### src/hw/rtl/iufs_pkg.sv
// ---------------------------------------------------------------------------
// iufs_pkg: shared types and constants of the isothermal upwind flow step
// Holds the fixed-point format, the payload structs, the register indexes
// and the result type of the velocity divider.
// ---------------------------------------------------------------------------
package iufs_pkg;

    // Fixed-point format and grid size default.
    localparam int FRAC_BITS     = 16;
    localparam int MAX_CELLS_DEF = 4096;
    localparam int IDX_W         = 12;

    // Configuration port.
    localparam int CFG_IDX_W  = 1;
    localparam int CFG_DATA_W = 17;
    localparam logic [CFG_IDX_W-1:0] REG_FLUX_GAIN     = 1'd0;
    localparam logic [CFG_IDX_W-1:0] REG_PRESSURE_GAIN = 1'd1;
    localparam logic [CFG_DATA_W-1:0] FLUX_GAIN_RST     = 17'd32768;
    localparam logic [CFG_DATA_W-1:0] PRESSURE_GAIN_RST = 17'd16384;

    // One input cell.
    typedef struct packed {
        logic [30:0]        in_density;
        logic signed [31:0] in_momentum;
        logic               in_last_cell;
    } in_item_t;

    // One emitted cell.
    typedef struct packed {
        logic [30:0]        out_density;
        logic signed [31:0] out_momentum;
        logic [IDX_W-1:0]   cell_index;
        logic               out_last_cell;
        logic               density_error;
    } out_item_t;

    // Result of one velocity division.
    typedef struct packed {
        logic               done;
        logic signed [31:0] vel;
        logic signed [31:0] vel_ghost;
    } div_res_t;

endpackage

### src/hw/rtl/iufs_div.sv
// ---------------------------------------------------------------------------
// iufs_div: radix-2 velocity divider
// Computes momentum * 2^FRAC_BITS / density, truncated toward zero, one
// quotient bit per cycle, and returns the saturated velocity of the cell
// and of its mirrored ghost (negated momentum).
// ---------------------------------------------------------------------------
module iufs_div (
    input  logic                    clk,
    input  logic                    rst_n,
    input  logic                    start,
    input  logic [30:0]             density,
    input  logic signed [31:0]      momentum,
    output iufs_pkg::div_res_t      res
);
    import iufs_pkg::*;

    localparam int DVW = 32 + FRAC_BITS;
    localparam int CNW = $clog2(DVW);
    localparam logic [CNW-1:0] LAST_STEP = CNW'(DVW - 1);

    logic           busy_reg;
    logic           fin_reg;
    logic [CNW-1:0] cnt_reg;
    logic [DVW-1:0] quo_reg;
    logic [31:0]    rem_reg;
    logic [30:0]    dvs_reg;
    logic           neg_reg;
    logic           zero_reg;

    logic [31:0]    mag;
    logic [31:0]    trial;
    logic           ge;

    // Saturate the unsigned quotient magnitude with the given sign.
    function automatic logic signed [31:0] sat_quot(input logic [DVW-1:0] q,
                                                   input logic neg);
        logic signed [31:0] r;
        if (!neg)
        begin
            if (|q[DVW-1:31])
                r = 32'sh7FFFFFFF;
            else
                r = $signed(q[31:0]);
        end
        else
        begin
            if (|q[DVW-1:32] || (q[31] && |q[30:0]))
                r = 32'sh80000000;
            else
                r = $signed(-q[31:0]);
        end
        return r;
    endfunction

    // Magnitude of the momentum and one restoring step.
    always_comb
    begin
        mag   = momentum[31] ? (~$unsigned(momentum) + 32'd1) : $unsigned(momentum);
        trial = {rem_reg[30:0], quo_reg[DVW-1]};
        ge    = trial >= {1'b0, dvs_reg};
    end

    // Iteration control and shift registers.
    always_ff @(posedge clk or negedge rst_n)
    begin
        if (!rst_n)
        begin
            busy_reg <= 1'b0;
            fin_reg  <= 1'b0;
            cnt_reg  <= '0;
        end
        else
        begin
            fin_reg <= 1'b0;
            if (start)
            begin
                busy_reg <= 1'b1;
                cnt_reg  <= '0;
                quo_reg  <= {mag, {FRAC_BITS{1'b0}}};
                rem_reg  <= '0;
                dvs_reg  <= density;
                neg_reg  <= momentum[31];
                zero_reg <= (density == 31'd0);
            end
            else if (busy_reg)
            begin
                rem_reg <= ge ? (trial - {1'b0, dvs_reg}) : trial;
                quo_reg <= {quo_reg[DVW-2:0], ge};
                cnt_reg <= cnt_reg + 1'b1;
                if (cnt_reg == LAST_STEP)
                begin
                    busy_reg <= 1'b0;
                    fin_reg  <= 1'b1;
                end
            end
        end
    end

    // A zero density gives zero velocity.
    always_comb
    begin
        res.done      = fin_reg;
        res.vel       = zero_reg ? 32'sd0 : sat_quot(quo_reg, neg_reg);
        res.vel_ghost = zero_reg ? 32'sd0 : sat_quot(quo_reg, !neg_reg);
    end

endmodule

### config.mk
export PLATFORM = sky130hd
export DESIGN_NAME = iufs_div
export DESIGN_NICKNAME = d
export VERILOG_FILES = /design/src/hw/rtl/iufs_pkg.sv /design/src/hw/rtl/iufs_div.sv
export SDC_FILE = /design/constraint.sdc
export NUM_CORES = 1
export LEC_CHECK = 0
export ABC_AREA = 1
export CAP_MARGIN = 15
export CORE_MARGIN = 2
export CORE_UTILIZATION = 28
export DETAILED_ROUTE_END_ITERATION = 10
export DONT_BUFFER_PORTS = 1
export RECOVER_POWER = 100
export SYNTH_ARGS = -nofsm -noshare
export SYNTH_HDL_FRONTEND = slang
export SYNTH_SLANG_ARGS = --single-unit
export TNS_END_PERCENT = 30
### constraint.sdc
create_clock -name clk -period 2.5 [get_ports clk]
set_input_delay 0.125 -clock clk [delete_from_list [all_inputs] [get_ports clk]]
set_output_delay 0.125 -clock clk [all_outputs]
set_load 0.01 [all_outputs]
# Word-level counts from Yosys, hierarchy flattened
# Cells that the tools add are included.
[word_totals]
register_bits = 121
latch_bits = 0
ramBits = 0
rom_bits = 0
in_bits = 66
n_memories = 0
[classes]
n_addsub = 4
multipliers = 0
div_mod_pow = 0
n_lt_le_gt_ge = 1
eq_ne = 1
shift = 0
n_mux = 19
bitwise = 1
reduce_logical = 9
[ops]
columns = ["cell", "count"]
rows = [
  ["32-bit two-way mux", 9],
  ["48-bit two-way mux", 2],
  ["32-bit by 1-bit adder with 32-bit output, second input constant", 1],
  ["32-bit by 31-bit >= comparator with 1-bit output", 1],
  ["32-bit negator", 1],
  ["32-bit inverter", 1],
  ["32-bit by 31-bit subtractor with 32-bit output", 1],
  ["31-bit logical NOT", 1],
  ["31-bit OR reduction", 1],
  ["17-bit OR reduction", 1],
  ["16-bit OR reduction", 1],
  ["6-bit two-way mux", 2],
  ["6-bit by 1-bit adder with 6-bit output, second input constant", 1],
  ["6-bit equality test, second input constant", 1],
  ["1-bit two-way mux", 6],
  ["2-bit AND reduction", 2],
  ["2-bit nonzero test", 1],
  ["1-bit logical AND", 1],
  ["1-bit logical OR", 1],
]

# Logic depth before layout (Yosys ltp)
[logic_depth]
word_depth = 6
mapped_depth = 17
mapped_depth_nobuf = 16

# Worst setup path after synthesis
# No wires, ideal clock.
[synth_timing]
kind = "input -> register"
from = "input start"
to = "register quo_reg[16] (enable)"
t_arrival_ns = 2.066
slack_ns = 0.013
cell_stages = 4
path_buffers = 2
cell_sequence = "clkbuf_1 nor2_1 clkbuf_1 nor2_1"
[synth_between]
elab_chain_len = 2
[synth_rtl]
columns = ["item", "line_no", "rtl"]
rows = [
  ["from (decl)", "iufs_div.sv:10", "input logic start,"],
  ["2-bit nonzero test (no source line)", "--", ""],
  ["2-bit AND reduction (no source line)", "--", ""],
  ["to (signal assigned)", "iufs_div.sv:79", "quo_reg <= {mag, {FRAC_BITS{1'b0}}};"],
  ["to (signal assigned)", "iufs_div.sv:88", "quo_reg <= {quo_reg[DVW-2:0], ge};"],
  ["to (decl)", "iufs_div.sv:24", "logic [DVW-1:0] quo_reg;"],
]
# No other way between the ends.
# A chain may end at the register's enable or synchronous reset.

==> results_dict.tcl <==
set metrics [dict create \
    synth_mux_area_share_pct 0 \
    clk_latency_ps 440 \
    crit_top_cell "nand2_4" \
    synth_top_family_by_area "simple AND/OR/NAND/NOR gates" \
    start_kind "flop" \
    synth_adder_area_share_pct 4.275 \
    drc_errors 0 \
    io_pins 131 \
    finalSetupViolations 41 \
    viasPerCell 4.941 \
    worstPathRequired_ps 2380 \
    max_stage_delay_ps 400 \
    cap_violations 1 \
    fin_crit_ps 2578 \
    die_area_mm2 0.03877 \
    p_leak_nw 5.867 \
    grt_pass1_vias 10158 \
    area_delta_synth_final_pct 23.07 \
    max_freq_mhz 387.9 \
    postRouteAntennaNets 0 \
    clockBufferDepth 2 \
    syn_nets 1656 \
    grt_usage_pct 18.24 \
    synth-seq-cells 120 \
    drt-initial-drc-count 836 \
    largest_reg_flops 48 \
    m1WireLength_um 15900 \
    syn_area_per_cell_um2 6.700 \
    synthSimpleGateAreaFrac_pct 39.62 \
    min_path_type "in2reg" \
    grt_overflow 0 \
    cts_tree "built" \
    synthXorXnorAreaFrac_pct 2.942 \
    slew_viol_final 34 \
    cp.arrival_ps 2450 \
    fillCellCount 3887 \
    wl_per_cell_um 16.55 \
    place_congestion 0.9461 \
    ys_types 48 \
    cp_cell_sequence "inv_2 -> ha_4 -> nand2_4 -> nor2_4 -> inv_4 -> nor2_8 -> nand2_4 -> o21ai_4 -> nand2_8 -> clkinv_8 -> nand4_1 -> nand2_2" \
    dieWidth_um 196.9 \
    row_count 70 \
    yosys_warnings 0 \
    cts_num_sinks 120 \
    worst_slew_pin_slew_ps 2025 \
    vias 10466 \
    rsz0062_at_grt "yes" \
    wirelength_um 35060 \
    top_layer_used "met4" \
    crit_slowest_cell "edfxtp_1" \
    powerDensity_mw_per_mm2 643.1 \
    clk_pin_slew_ps 60 \
    violations "capacitance limit, slew limit, setup timing" \
    nets 1736 \
    status "finished with violations" \
    dr.pass1.iters 6 \
    slew_headroom_pct -35.02 \
    fin_hold_ws_ps 8.604 \
    postLayoutCellArea_mm2 0.01282 \
    grt_pass1_wl_um 55270 \
    portBuffers 0 \
    critical_path_class "reg2out" \
    hold_violations 0 \
    synthFlopType "edfxtp_1" \
    synth_seq_area_share_pct 34.20 \
    core-area_mm2 0.03661 \
    synth-edff-count 112 \
    grt_max_degree 57 \
    fin_tns_setup_ps -1058 \
    min_period_over_period_pct 103.1 \
    final_cell_mix "nand2_1, inv_1, nand3_1, edfxtp_1, nor2_1" \
    final_common_cell "nand2_1" \
    setup_slack_ps -77.75 \
    hpwlAfterDp_um 25500 \
    async_flop_share_pct 6.667 \
    fp.dieH_um 196.9 \
    wl_met3_um 2218 \
    vdd_drop_max_mv 0.4279 \
    htree_levels 4 \
    dr_wl_met2_um 16260 \
    place_area_mm2 0.01108 \
    skew_ps 15.32 \
    worstSetupEndpointType "primary output" \
    antenna_found_initial 1 \
    dp_slack_ps 48.47 \
    initial_core_util_pct 28.46 \
    cp_max_fo 10 \
    drive_gt1_share_pct 13.90 \
    cts-root-buf "clkbuf_16" \
    numCtsBuffers 17 \
    synthCells 1555 \
    synth_compound_area_share_pct 8.190 \
    synth_area_mm2 0.01042 \
]
==> path summary, 6_finish.rpt <==
kind | depth (start not counted) | slack [ps] | endpoint | start
setup / recovery | 12 | -80 | res[34] | quo_reg[0]$_SDFFCE_PP0P_
hold / removal | 3 | 9 | quo_reg[40]$_DFFE_PP_ | momentum[24]
hold reg to reg | 1 | 560 | cnt_reg[3]$_DFFE_PN0N_ | cnt_reg[3]$_DFFE_PN0N_
min in group asynchronous | 2 | 290 | cnt_reg[2]$_DFFE_PN0N_ | rst_n
setup reg to reg | 12 | 20 | rem_reg[14]$_SDFFCE_PP0P_ | rem_reg[17]$_SDFFCE_PP0P_
max in group asynchronous | 2 | 1980 | cnt_reg[3]$_DFFE_PN0N_ | rst_n
==> stage by stage <==
stage                     utilization, %  total power, mW  cells
after floorplan                        -            4.435   1555
after global placement             30.25            5.035   2015
after detailed placement           30.25            5.047   2015
after CTS                          34.10            8.190   2105
after global routing               35.02            8.751   2117
final                              35.02            8.246   2118
==> layer usage <==
layer | vias up | track usage [%]
met5 | - | 0
li1 | 5219 | -
met1 | 4875 | 24.20
met2 | 331 | 29.76
met4 | 0 | 5.653
met3 | 41 | 3.799
==> cell families after synthesis <==
family / after synthesis
AOI/OAI and AO/OA: 153
xor gates and xnor gates: 35
adders and majority gates: 35
buffers and inverters: 278
DFF: 120
and+or+nand+nor: 934
==> worst max-delay path, delay by kind of cell (launching register included) <==
family | cells | cell delay, ps
flops | 1 | 400
compound gates | 1 | 260
simple gates | 7 | 890
fa+ha+maj | 1 | 160
buf+inv | 3 | 290
==> Yosys cell counts, types with 24 or more instances <==
| master | count | area [µm²] |
|---|---|---|
| nand2_1 | 549 | 2061 |
| inv_1 | 223 | 837.1 |
| nand3_1 | 130 | 650.6 |
| nor2_1 | 115 | 431.7 |
| edfxtp_1 | 112 | 3363 |
| a21oi_1 | 42 | 210.2 |
| nand4_1 | 40 | 250.2 |
| o21ai_0 | 40 | 200.2 |
| ha_1 | 34 | 425.4 |
| o21ai_1 | 31 | 155.2 |
| clkbuf_1 | 26 | 97.59 |
| o22ai_1 | 24 | 150.1 |
==> report_power, final <==
group | total, mW | internal [mW] | switching, mW
Sequential | 2.62 | 2.48 | 0.147
Clock | 2.99 | 1.97 | 1.02
Combinational | 2.63 | 0.982 | 1.65
==> cell type report <==
class / instances / area, µm² / area share [%]
antenna: 2 / 5.005 / 0.03903
clock buffer: 17 / 425.4 / 3.318
clock inverter: 15 / 272.8 / 2.127
inverter: 234 / 897.1 / 6.996
multi-input combinational: 1157 / 6103 / 47.60
sequential: 120 / 3563 / 27.79
tap: 468 / 585.6 / 4.567
timing repair buffer: 102 / 920.9 / 7.182
timing repair inverter: 3 / 48.80 / 0.3806
==> repair_timing <==
item	4_1_cts	5_1_grt
setup buffers	7	11
endpoints found under the setup margin	64	96
pin swaps	3	8
gates resized for setup	40	74
hold buffers	48	0
endpoints found under the hold margin	111	0
gates cloned	3	0
Power figures use the tool's default switching activity.
